==> src/rtl/core/e2d_pkg.sv <==
// Shared types, constants and calendar helper functions for the epoch-seconds-to-date core.
// No dependencies; every other file of the block imports this package.
package e2d_pkg;

	localparam int TS_W    = 32;
	localparam int DAYS_W  = 16;
	localparam int YEAR_W  = 12;
	localparam int YLEN_W  = 9;
	localparam int MLEN_W  = 5;
	localparam int CNT_W   = 1;
	localparam int REM_W   = 6;

	localparam logic [YEAR_W-1:0] EPOCH_YEAR     = 12'd1970;
	localparam logic [YEAR_W-1:0] BASE_YEAR      = 12'd2000;
	localparam logic [YEAR_W-1:0] LAST_YEAR      = 12'd2099;
	// The only century in reach of a 32-bit timestamp that is not a leap year.
	localparam logic [YEAR_W-1:0] NOLEAP_CENTURY = 12'd2100;

	localparam logic [3:0] MONTH_FEB  = 4'd1;
	localparam logic [3:0] MONTH_LAST = 4'd11;

	// Offset that makes day zero (a Thursday) come out as weekday 4.
	localparam logic [DAYS_W:0] WDAY_OFFSET = 17'd3;

	// Rounded-up reciprocals. x / 15 is (x * RECIP_15) >> 35 and x / 3 is
	// (x * RECIP_3) >> 33 for any 32-bit x; x / 7 is (x * RECIP_7) >> 32 for x below 2^30.
	localparam logic [TS_W-1:0] RECIP_15 = 32'h88888889;
	localparam logic [TS_W-1:0] RECIP_3  = 32'hAAAAAAAB;
	localparam logic [TS_W-1:0] RECIP_7  = 32'h24924925;

	// Each division pass takes two steps: the reciprocal product, then the remainder.
	localparam logic [CNT_W-1:0] DIV_CNT_INIT = 1'b1;

	typedef logic [1:0] phase_t;
	localparam phase_t PH_SEC  = 2'd0;
	localparam phase_t PH_MIN  = 2'd1;
	localparam phase_t PH_HOUR = 2'd2;
	localparam phase_t PH_WDAY = 2'd3;

	typedef struct packed {
		logic   load;
		logic   div_step;
		logic   div_end;
		phase_t phase;
		logic   year_step;
		logic   month_step;
		logic   capture;
	} cmd_t;

	typedef struct packed {
		logic year_done;
		logic month_done;
	} status_t;

	function automatic logic [REM_W-1:0] div_den(input phase_t ph);
		logic [REM_W-1:0] d;
		unique case (ph)
			PH_SEC:  d = 6'd60;
			PH_MIN:  d = 6'd60;
			PH_HOUR: d = 6'd24;
			PH_WDAY: d = 6'd7;
			default: d = 6'd60;
		endcase
		return d;
	endfunction

	// Gregorian rule, exact for every year a 32-bit timestamp reaches (1970..2106).
	function automatic logic is_leap(input logic [YEAR_W-1:0] y);
		return (y[1:0] == 2'b00) && (y != NOLEAP_CENTURY);
	endfunction

	function automatic logic [YLEN_W-1:0] year_len(input logic leap);
		return leap ? 9'd366 : 9'd365;
	endfunction

	function automatic logic [MLEN_W-1:0] month_len(input logic [3:0] m, input logic leap);
		logic [MLEN_W-1:0] l;
		unique case (m)
			4'd0:      l = 5'd31;
			MONTH_FEB: l = leap ? 5'd29 : 5'd28;
			4'd2:      l = 5'd31;
			4'd3:      l = 5'd30;
			4'd4:      l = 5'd31;
			4'd5:      l = 5'd30;
			4'd6:      l = 5'd31;
			4'd7:      l = 5'd31;
			4'd8:      l = 5'd30;
			4'd9:      l = 5'd31;
			4'd10:     l = 5'd30;
			4'd11:     l = 5'd31;
			default:   l = 5'd31;
		endcase
		return l;
	endfunction

endpackage

==> src/rtl/core/epoch_seconds_to_date_core.sv <==
// Top level of the epoch-seconds-to-date core: joins the controller and the datapath.
// Depends on e2d_pkg, e2d_ctrl and e2d_dp.
//
// The block turns a 32-bit count of seconds since 1970-01-01 00:00:00 into time of
// day, weekday (Monday is 1), day, month and year minus 2000. Years outside
// 2000..2099 raise out_of_range and report year_out as zero; the other fields stay valid.
// Both channels use valid/ready; a transfer happens on a rising edge with both high.
// The input is taken only while the core is idle, so one item is in work at a time.
// Each item runs through four division passes (by 60, 60, 24 and 7 for the weekday),
// each a reciprocal product followed by a remainder step, then the year walk, the
// month walk and the result capture. The year walk takes the longest, as it steps
// once per year since 1970. A new input transfer can follow only after the previous
// item has been captured, so a new item is not taken before the last one is through.
// The result sits in an output register, so the core goes idle and takes the next
// input while a result still waits; if the receiver stalls, the next result waits
// in the core until the register is free, and the input stays closed meanwhile.
// Reset (arst_n low) empties the output register and returns the controller to idle.
module epoch_seconds_to_date_core import e2d_pkg::*; (
	input  logic            clk,
	input  logic            arst_n,
	input  logic            in_valid,
	output logic            in_ready,
	input  logic [TS_W-1:0] timestamp,
	output logic            out_valid,
	input  logic            out_ready,
	output logic [5:0]      second_out,
	output logic [5:0]      minute_out,
	output logic [4:0]      hour_out,
	output logic [2:0]      weekday_out,
	output logic [4:0]      day_out,
	output logic [3:0]      month_out,
	output logic [6:0]      year_out,
	output logic            out_of_range
);

	cmd_t    cmd;
	status_t status;

	// The controller owns all handshakes and sequencing.
	e2d_ctrl u_ctrl (
		.clk       (clk),
		.arst_n    (arst_n),
		.in_valid  (in_valid),
		.in_ready  (in_ready),
		.out_valid (out_valid),
		.out_ready (out_ready),
		.cmd       (cmd),
		.status    (status)
	);

	// The datapath holds the divider, the calendar walk and the result register.
	e2d_dp u_dp (
		.clk          (clk),
		.arst_n       (arst_n),
		.cmd          (cmd),
		.status       (status),
		.timestamp    (timestamp),
		.second_out   (second_out),
		.minute_out   (minute_out),
		.hour_out     (hour_out),
		.weekday_out  (weekday_out),
		.day_out      (day_out),
		.month_out    (month_out),
		.year_out     (year_out),
		.out_of_range (out_of_range)
	);

endmodule

==> src/rtl/core/e2d_ctrl.sv <==
// Sequencing state machine of the epoch-seconds-to-date core.
// Depends on e2d_pkg; drives e2d_dp through cmd_t and reads status_t back.
module e2d_ctrl import e2d_pkg::*; (
	input  logic    clk,
	input  logic    arst_n,
	input  logic    in_valid,
	output logic    in_ready,
	output logic    out_valid,
	input  logic    out_ready,
	output cmd_t    cmd,
	input  status_t status
);

	typedef enum logic [2:0] {S_IDLE, S_DIV, S_YEAR, S_MONTH, S_DONE} state_t;

	state_t             state_q;
	phase_t             phase_q;
	logic [CNT_W-1:0]   cnt_q;
	logic               out_valid_q;

	assign in_ready  = (state_q == S_IDLE);
	assign out_valid = out_valid_q;

	always_comb begin
		cmd       = '0;
		cmd.phase = phase_q;
		unique case (state_q)
			S_IDLE:  cmd.load = in_valid;
			S_DIV: begin
				cmd.div_step = 1'b1;
				cmd.div_end  = (cnt_q == '0);
			end
			S_YEAR:  cmd.year_step = 1'b1;
			S_MONTH: cmd.month_step = 1'b1;
			S_DONE:  cmd.capture = !out_valid_q || out_ready;
			default: ;
		endcase
	end

	always_ff @(posedge clk or negedge arst_n) begin
		if (!arst_n) begin
			state_q     <= S_IDLE;
			phase_q     <= PH_SEC;
			cnt_q       <= '0;
			out_valid_q <= 1'b0;
		end else begin
			if (cmd.capture)
				out_valid_q <= 1'b1;
			else if (out_ready)
				out_valid_q <= 1'b0;
			unique case (state_q)
				S_IDLE: begin
					if (in_valid) begin
						state_q <= S_DIV;
						phase_q <= PH_SEC;
						cnt_q   <= DIV_CNT_INIT;
					end
				end
				S_DIV: begin
					if (cnt_q == '0) begin
						if (phase_q == PH_WDAY) begin
							state_q <= S_YEAR;
						end else begin
							phase_q <= phase_q + 2'd1;
							cnt_q   <= DIV_CNT_INIT;
						end
					end else begin
						cnt_q <= cnt_q - 1'b1;
					end
				end
				S_YEAR: begin
					if (status.year_done)
						state_q <= S_MONTH;
				end
				S_MONTH: begin
					if (status.month_done)
						state_q <= S_DONE;
				end
				S_DONE: begin
					if (cmd.capture)
						state_q <= S_IDLE;
				end
				default: state_q <= S_IDLE;
			endcase
		end
	end

	// A held result must never be overwritten by the next capture.
	a_no_overwrite: assert property (@(posedge clk) disable iff (!arst_n)
		(out_valid_q && !out_ready) |-> !cmd.capture)
		else $error("result captured while previous result still pending");

	// An accepted item always starts with the seconds division pass.
	a_start_div: assert property (@(posedge clk) disable iff (!arst_n)
		(in_valid && in_ready) |=> (state_q == S_DIV && phase_q == PH_SEC))
		else $error("accepted item did not start the divider");

	// The year walk only starts once the weekday pass has finished.
	a_wday_last: assert property (@(posedge clk) disable iff (!arst_n)
		(state_q == S_YEAR) |-> (phase_q == PH_WDAY))
		else $error("year walk started before the weekday pass");

endmodule

==> src/rtl/core/e2d_dp.sv <==
// Datapath of the epoch-seconds-to-date core: shared reciprocal-multiply divider,
// year and month step-down registers and the result register. Depends on e2d_pkg.
module e2d_dp import e2d_pkg::*; (
	input  logic              clk,
	input  logic              arst_n,
	input  cmd_t              cmd,
	output status_t           status,
	input  logic [TS_W-1:0]   timestamp,
	output logic [5:0]        second_out,
	output logic [5:0]        minute_out,
	output logic [4:0]        hour_out,
	output logic [2:0]        weekday_out,
	output logic [4:0]        day_out,
	output logic [3:0]        month_out,
	output logic [6:0]        year_out,
	output logic              out_of_range
);

	logic [TS_W-1:0]    num_q;
	logic [TS_W-1:0]    quot_q;
	logic [REM_W-1:0]   sec_q;
	logic [REM_W-1:0]   min_q;
	logic [4:0]         hour_q;
	logic [2:0]         wday_q;
	logic [DAYS_W-1:0]  days_q;
	logic [YEAR_W-1:0]  year_q;
	logic [3:0]         month_q;

	logic [TS_W-1:0]    mul_a;
	logic [TS_W-1:0]    mul_b;
	logic [2*TS_W-1:0]  prod;
	logic [TS_W-1:0]    quot_next;
	logic [TS_W-1:0]    quot_den;
	logic [TS_W-1:0]    rem_full;
	logic [REM_W-1:0]   rem_next;
	logic [DAYS_W:0]    days_plus;
	logic               leap;
	logic [YLEN_W-1:0]  ylen;
	logic [MLEN_W-1:0]  mlen;
	logic               oor;

	// Division by 60 is a shift by two and a division by 15; by 24 a shift by three
	// and a division by 3. The divisions themselves are reciprocal products.
	always_comb begin
		unique case (cmd.phase)
			PH_SEC, PH_MIN: begin
				mul_a = {2'b00, num_q[TS_W-1:2]};
				mul_b = RECIP_15;
			end
			PH_HOUR: begin
				mul_a = {3'b000, num_q[TS_W-1:3]};
				mul_b = RECIP_3;
			end
			PH_WDAY: begin
				mul_a = num_q;
				mul_b = RECIP_7;
			end
			default: begin
				mul_a = {2'b00, num_q[TS_W-1:2]};
				mul_b = RECIP_15;
			end
		endcase
	end

	assign prod = 64'(mul_a) * 64'(mul_b);

	always_comb begin
		unique case (cmd.phase)
			PH_SEC, PH_MIN: quot_next = {3'b000, prod[2*TS_W-1:TS_W+3]};
			PH_HOUR:        quot_next = {1'b0, prod[2*TS_W-1:TS_W+1]};
			PH_WDAY:        quot_next = prod[2*TS_W-1:TS_W];
			default:        quot_next = {3'b000, prod[2*TS_W-1:TS_W+3]};
		endcase
	end

	// Second step of a pass: the remainder from the registered quotient.
	assign quot_den  = quot_q * TS_W'(div_den(cmd.phase));
	assign rem_full  = num_q - quot_den;
	assign rem_next  = rem_full[REM_W-1:0];
	assign days_plus = {1'b0, quot_q[DAYS_W-1:0]} + WDAY_OFFSET;

	assign leap = is_leap(year_q);
	assign ylen = year_len(leap);
	assign mlen = month_len(month_q, leap);

	assign status.year_done  = (days_q < DAYS_W'(ylen));
	assign status.month_done = (days_q < DAYS_W'(mlen)) || (month_q == MONTH_LAST);

	assign oor = (year_q < BASE_YEAR) || (year_q > LAST_YEAR);

	always_ff @(posedge clk) begin
		if (cmd.load) begin
			num_q   <= timestamp;
			year_q  <= EPOCH_YEAR;
			month_q <= '0;
		end else if (cmd.div_step) begin
			if (cmd.div_end) begin
				unique case (cmd.phase)
					PH_SEC: begin
						sec_q <= rem_next;
						num_q <= quot_q;
					end
					PH_MIN: begin
						min_q <= rem_next;
						num_q <= quot_q;
					end
					PH_HOUR: begin
						hour_q <= rem_next[4:0];
						days_q <= quot_q[DAYS_W-1:0];
						num_q  <= {{(TS_W-DAYS_W-1){1'b0}}, days_plus};
					end
					PH_WDAY: begin
						wday_q <= rem_next[2:0] + 3'd1;
					end
					default: ;
				endcase
			end else begin
				quot_q <= quot_next;
			end
		end else if (cmd.year_step) begin
			if (!status.year_done) begin
				days_q <= days_q - DAYS_W'(ylen);
				year_q <= year_q + 12'd1;
			end
		end else if (cmd.month_step) begin
			if (!status.month_done) begin
				days_q  <= days_q - DAYS_W'(mlen);
				month_q <= month_q + 4'd1;
			end
		end
	end

	always_ff @(posedge clk) begin
		if (cmd.capture) begin
			second_out   <= sec_q;
			minute_out   <= min_q;
			hour_out     <= hour_q;
			weekday_out  <= wday_q;
			day_out      <= days_q[4:0] + 5'd1;
			month_out    <= month_q + 4'd1;
			year_out     <= oor ? 7'd0 : 7'(year_q - BASE_YEAR);
			out_of_range <= oor;
		end
	end

	// The remainder of every pass lies below the divisor in use.
	a_rem_bound: assert property (@(posedge clk) disable iff (!arst_n)
		(cmd.div_step && cmd.div_end) |-> (rem_full < TS_W'(div_den(cmd.phase))))
		else $error("divider remainder not below divisor");

	// The month walk never steps past December.
	a_month_bound: assert property (@(posedge clk) disable iff (!arst_n)
		cmd.month_step |-> (month_q <= MONTH_LAST))
		else $error("month index past December");

	// The captured day always lies inside its month.
	a_day_in_month: assert property (@(posedge clk) disable iff (!arst_n)
		cmd.capture |-> (days_q < DAYS_W'(mlen)))
		else $error("day count beyond the length of the month");

endmodule

==> config.mk <==
export PLATFORM = sky130hd
export DESIGN_NAME = epoch_seconds_to_date_core
export DESIGN_NICKNAME = d
export VERILOG_FILES = /design/src/rtl/core/e2d_pkg.sv /design/src/rtl/core/epoch_seconds_to_date_core.sv /design/src/rtl/core/e2d_ctrl.sv /design/src/rtl/core/e2d_dp.sv
export SDC_FILE = /design/constraint.sdc
export NUM_CORES = 2
export LEC_CHECK = 0
export BUFFER_PORTS_ARGS = -buffer_cell sky130_fd_sc_hd__buf_2
export CAP_MARGIN = 30
export CORE_MARGIN = 3
export CORE_UTILIZATION = 55
export CTS_BUF_LIST = sky130_fd_sc_hd__clkbuf_4 sky130_fd_sc_hd__clkbuf_8
export DETAILED_ROUTE_END_ITERATION = 8
export HOLD_SLACK_MARGIN = 0.06
export PLACE_DENSITY_LB_ADDON = 0.2
export REMOVE_ABC_BUFFERS = 1
export SYNTH_ARGS = -nofsm -noshare
export SYNTH_HDL_FRONTEND = slang
export SYNTH_SLANG_ARGS = --single-unit
export TNS_END_PERCENT = 20
==> constraint.sdc <==
create_clock -name clk -period 13.95 [get_ports clk]
set_input_delay 4.185 -clock clk [delete_from_list [all_inputs] [get_ports clk]]
set_output_delay 4.185 -clock clk [all_outputs]
set_load 0.02 [all_outputs]
Word level (Yosys, flattened, before mapping)
Index checks and enable logic that the tools add are counted.
- $add $sub $neg: 11
- multiply operators: 2
- magnitude comparators: 4
- equality and inequality tests: 25
- muxes and demuxes: 40
- bitwise operators: 7
- reduce and logical (&&, ||, !) cells: 28
- operators by type and width (operator ; number):
    $pmux W32 S3 ; 3
    $mux W16 ; 7
    $mux W32 ; 3
    $mul A32 B32 Y64 ; 1
    $pmux W32 S2 ; 1
    $mul A32 B6 Y6 ; 1
    $reduce_and A4 Y1 ; 6
    $mux W3 ; 6
    $pmux W6 S3 ; 1
    $add A16 B2 Y17 const B ; 1
    $lt A16 B5 Y1 ; 1
    $lt A16 B9 Y1 ; 1
    $sub A16 B5 Y16 ; 1
    $sub A16 B9 Y16 ; 1
    $pmux W3 S5 ; 1
    $ne A2 B2 Y1 const B ; 7
    $add A12 B1 Y12 const B ; 1
    $eq A4 B4 Y1 const B ; 3
    $gt A12 B12 Y1 const B ; 1
    $lt A12 B11 Y1 const B ; 1
    $ne A12 B12 Y1 const B ; 1
    $reduce_and A6 Y1 ; 2
    $mux W1 ; 10
    $mux W2 ; 5
    other kinds (32) ; 51
- register bits after elaboration: 160
- input bits: 36
- output and inout bits: 39
- word-level logic and storage cells: 138

Longest topological paths before layout
- depth after elaboration: 10
- gate-level depth with buffers: 36
- depth with buffers taken out: 33

Modules after synthesis
Synthesis repeated with hierarchy kept, for this count alone.
- cell total of the unflattened synthesis: 3073
- area, all modules: 30777.0 um^2
- by module, submodules not included (module ; times used ; cells each ; area an instance (um^2) ; sequential area each (um^2)):
    e2d_dp ; 1 ; 3026 ; 30356.6 ; 4434.3
    e2d_ctrl ; 1 ; 47 ; 420.4 ; 175.2

Worst setup path before layout
OpenSTA, ideal clock, no wires.
- kind: register to register
- start point: reg u_ctrl.phase_q[0]
- end point: reg u_dp.quot_q[24] (data pin)
- setup time: 261 ps
- data arrival time: 8507 ps
- data required time: 13689 ps
- slack: 5182 ps
- stages on the path, launching flop included: 34
- path buffers: 3
- period minus slack after synthesis: 8768 ps
- path through: dfrtp_1 -> inv_1 -> ha_1 -> buf_4 -> inv_1 -> nor2_1 -> clkbuf_1 -> buf_1 -> a22o_1 -> a21oi_1 -> nor2b_1 -> ha_1 -> fa_1 -> inv_1 -> fa_1 -> fa_1 -> inv_1 -> fa_1 -> fa_1 -> fa_1 -> inv_1 -> fa_1 -> inv_1 -> ha_1 -> nand4_1 -> or3_1 -> or4_1 -> nor2_1 -> o21a_2 -> nor3_2 -> o21ai_2 -> a41oi_2 -> xnor2_1 -> a221o_1
- longest elaborated chain between the ends: 5
- elaborated cells on any way between the ends: 9
- those cells by class: 1 x mul; 3 x eq/ne; 3 x mux; 2 x reduce/logical
- ends and longest elaborated chain (what ; line ; text):
    start: declaration ; e2d_ctrl.sv:17 ; phase_t phase_q;
    start signal: assignment ; e2d_ctrl.sv:64 ; phase_q <= phase_q + 2'd1;
    $eq A2 B1 Y1 or $logic_not A2 Y1 (tied branches) ; e2d_dp.sv:45, e2d_dp.sv:68 ;
    $reduce_or A2 Y1 (no source line) ; - ;
    $pmux W32 S3 ; e2d_dp.sv:45 ; unique case (cmd.phase)
    $mul A32 B32 Y64 ; e2d_dp.sv:65 ; assign prod = 64'(mul_a) * 64'(mul_b);
    $pmux W32 S3 (*) ; e2d_dp.sv:68 ; unique case (cmd.phase)
    named net u_dp.quot_next[24] ; e2d_dp.sv:32 ; logic [TS_W-1:0] quot_next;
    end signal: assignment ; e2d_dp.sv:118 ; quot_q <= quot_next;
    end: declaration ; e2d_dp.sv:20 ; logic [TS_W-1:0] quot_q;
The timed path passes the listed nets; every way through them passes the cells marked *. The select of a mux whose other input is x is not followed.
A chain may end at the register's enable or synchronous reset.

Worst setup path in the final report
- start point: reg u_ctrl.phase_q[0]
- end point: reg u_dp.quot_q[28] (data pin)
The elaborated chain is that of the path after synthesis.

==> results.py <==
metrics = {
    "route": {
        "drc": 0,
        "vias": 22300,
        "drtIter0Drc": 1848,
        "drtPass1Iterations": 6,
        "routed_via_density": 5.69,
        "routed_wl_um": 93100,
        "postRouteAntennaNets": 0,
        "wl_per_cell_um": 23.7,
    },
    "clock_network": {
        "cts_inserted_buffers": 17,
        "clk_pin_slew_ps": 90,
        "clk_latency_ps": 470,
        "cts-resized-gates": 0,
        "cts_root_buffer": "clkbuf_8",
        "cts-htree-levels": 4,
        "cts_tree": "yes",
        "clock_path_buffers": 2,
        "hold_buffers": 0,
        "cts_setup_buffers": 0,
        "cts.sinks": 160,
    },
    "setup_path": {
        "crit_path_start": "u_ctrl.phase_q[0]$_DFFE_PN0P_",
        "path_class": "register to register",
        "crit_fanout": 61,
        "slowest_delay_ps": 800,
        "start_kind": "register",
        "cp_slowest_cell": "nor2_1",
        "endpoint_kind": "register",
        "reg2reg_from": "u_ctrl.phase_q[0]$_DFFE_PN0P_",
        "critPathRequiredTime_ps": 14160,
        "cp_common_cell": "fa_1",
        "crit_arrival_ps": 11620,
    },
    "sta": {
        "setup_tns_ps": 0,
        "post-route-min-period_ps": 11410,
        "hold_viol": 0,
        "tightest_slew_ps": 970,
        "finalSetupViolCount": 0,
        "fmax_mhz": 87.7,
        "finalMaxSlewViolations": 0,
        "maxSlewHeadroom_pct": 34.7,
        "clock_skew_ps": 18.9,
        "rsz0062_at_grt": "no",
        "min_period_over_period_pct": 81.8,
    },
    "placement": {
        "placed_area_sq_um": 32100,
        "dp_hpwl_um": 83000,
        "place_congestion": 1.03,
        "port_buffers": 74,
    },
    "grt": {
        "globalRouteTotalUtil_pct": 32.3,
        "grt_max_degree": 62,
        "grt_pass1_wl_um": 144000,
        "grt_pass1_vias": 24200,
        "grt_antenna_before_repair": 0,
        "grt_overflow": 0,
    },
    "synthesis": {
        "synth_area_per_cell_sq_um": 9.95,
        "synth_simple_gate_area_share_pct": 8.83,
        "synth_fa_ha_area_share_pct": 51.5,
        "yosys_warnings": 0,
        "synth_edf_count": 137,
        "yosysTopAreaCell": "fa_1",
        "synthArstFlopShare_pct": 4.38,
        "netlist_area_sq_um": 30900,
        "synth_xor_area_share_pct": 4.94,
        "synth_compound_area_share_pct": 10.2,
        "yosysUniqueCellTypes": 89,
        "synth.most_common_cell": "inv_1",
        "netlist.area_leader.share_pct": 34.2,
        "ys_seq_area_share_pct": 14.9,
        "synth_flop_cell": "edfxtp_1",
        "synth_commonest_cells": "681 x inv_1, 527 x fa_1, 428 x ha_1",
        "ys_seq_elements": 160,
        "syn-instance-count": 3104,
        "synth.area.top_cells": "fa_1 34%, ha_1 17%, edfxtp_1 13%",
        "synth_top_family_by_area": "adder cells",
        "synthMuxAreaShare_pct": 0.101,
    },
    "cells_and_area": {
        "layout.nets": 4156,
        "design_area_sq_um": 32600,
        "diodes": 0,
        "drive_gt1_share_pct": 5.38,
        "flow.area_growth_from_synthesis_pct": 5.60,
        "final_core_util_pct": 58.9,
    },
    "worst_hold_path": {
        "hold_path.class": "register to register",
        "holdCritStartpoint": "u_dp.min_q[4]$_DFFE_PP_",
    },
    "floorplanning": {
        "die_h_um": 243,
        "pin_count": 75,
        "coreArea_sq_um": 55300,
        "die_area_sq_um": 59000,
        "rows": 86,
        "initial_core_util_pct": 55.8,
        "die_w_um": 243,
    },
    "status": {
        "outcome": "complete, no violations",
    },
    "job": {
        "cap_violations": 0,
    },
}
==> worst paths after layout <==
path	to	slack [ps]	cells after the start
setup / recovery	u_dp.quot_q[28]$_DFFE_PP_	2540	28
hold / removal	u_dp.minute_out[4]$_DFFE_PP_	430	0
setup reg to reg	u_dp.quot_q[28]$_DFFE_PP_	2540	28
hold reg to reg	u_dp.minute_out[4]$_DFFE_PP_	430	0
max in group asynchronous	u_ctrl.cnt_q$_DFFE_PN0P_	10220	1
min in group asynchronous	u_ctrl.out_valid$_DFFE_PN0P_	3550	1
==> stage by stage <==
| step | setup slack (ps) | hold WS (ps) | cells |
|---|---|---|---|
| after global placement | 2840 | 406 | 3892 |
| after global routing | 2220 | 436 | 3926 |
| after detailed placement | 2800 | 405 | 3893 |
| after floorplan | 3020 | 400 | 3056 |
| after CTS | 2760 | 427 | 3925 |
| final | 2540 | 425 | 3926 |
==> layer usage <==
layer | GRT usage (%) | wire (um) | vias to the layer above
met3 | 3.47 | 5190 | 206
li1 | - | - | 10100
met4 | 17.2 | 6210 | 0
met5 | 0 | 0 | -
met1 | 41.7 | 37500 | 11300
met2 | 54.1 | 44200 | 775
==> kinds of logic after synthesis <==
| kind of cell | count (synthesis) |
|---|---|
| adders and majority gates | 955 |
| buffers and inverters | 765 |
| and+or+nand+nor | 568 |
| AOI/OAI and AO/OA | 477 |
| xor gates and xnor gates | 174 |
| DFF | 160 |
| muxes | 3 |
| other | 2 |
==> cells in the final DEF, fill, tap and decap left out, drive strengths merged, types with 7 or more instances in the layout <==
master	n
inv	689
fa	527
ha	428
nand2	214
edfxtp	137
nor2	126
a21oi	114
o21ai	112
xnor2	100
buf	90
a21o	80
xor2	74
and2	45
conb	38
nand3	31
a22o	29
nor2b	26
and3	21
a22oi	18
nor3	18
clkbuf	18
o21bai	16
dfxtp	16
o21a	16
nand4	16
nand2b	15
a31oi	12
or2	11
o31ai	10
a221o	10
or3	10
nor4	9
o211ai	9
o22ai	7
a211o	7
dfrtp	7
==> state kept, by name (all words and copies together), names as in the netlist <==
| register | count |
|---|---|
| u_ctrl.out_valid | 1 |
| u_dp.wday_q | 3 |
| u_ctrl.state_q | 3 |
| u_dp.year_out | 7 |
| u_dp.minute_out | 6 |
| u_dp.month_q | 4 |
| u_dp.min_q | 6 |
| u_dp.month_out | 4 |
| u_dp.day_out | 5 |
| u_dp.second_out | 6 |
| u_dp.days_q | 16 |
| u_dp.weekday_out | 3 |
| u_dp.sec_q | 6 |
| u_dp.out_of_range | 1 |
| u_dp.year_q | 12 |
| u_ctrl.phase_q | 2 |
| u_dp.quot_q | 32 |
| u_dp.num_q | 32 |
| u_dp.hour_q | 5 |
| u_dp.hour_out | 5 |
| u_ctrl.cnt_q | 1 |
==> worst max-delay path, delay by kind of cell (launching register included) <==
family,cells,cell delay [ps]
adder cells (fa/ha/maj),9,3910
AND/OR/NAND/NOR,9,3020
AO/OA/AOI/OAI,5,1650
buffers and inverters,3,1240
XOR/XNOR,2,840
flip-flops,1,430
==> area by class of cell <==
type / instances / area (sq um)
multi-input combinational: 2215 / 23500
timing repair buffer: 90 / 523
clock inverter: 14 / 211
inverter: 681 / 2560
tap: 748 / 936
clock buffer: 18 / 241
sequential: 160 / 4610
fill: 4912 / 22700
Power is left out: the tool's default activity adds up to more than one toggle a clock period on the data nets, which glitch-free logic cannot reach.
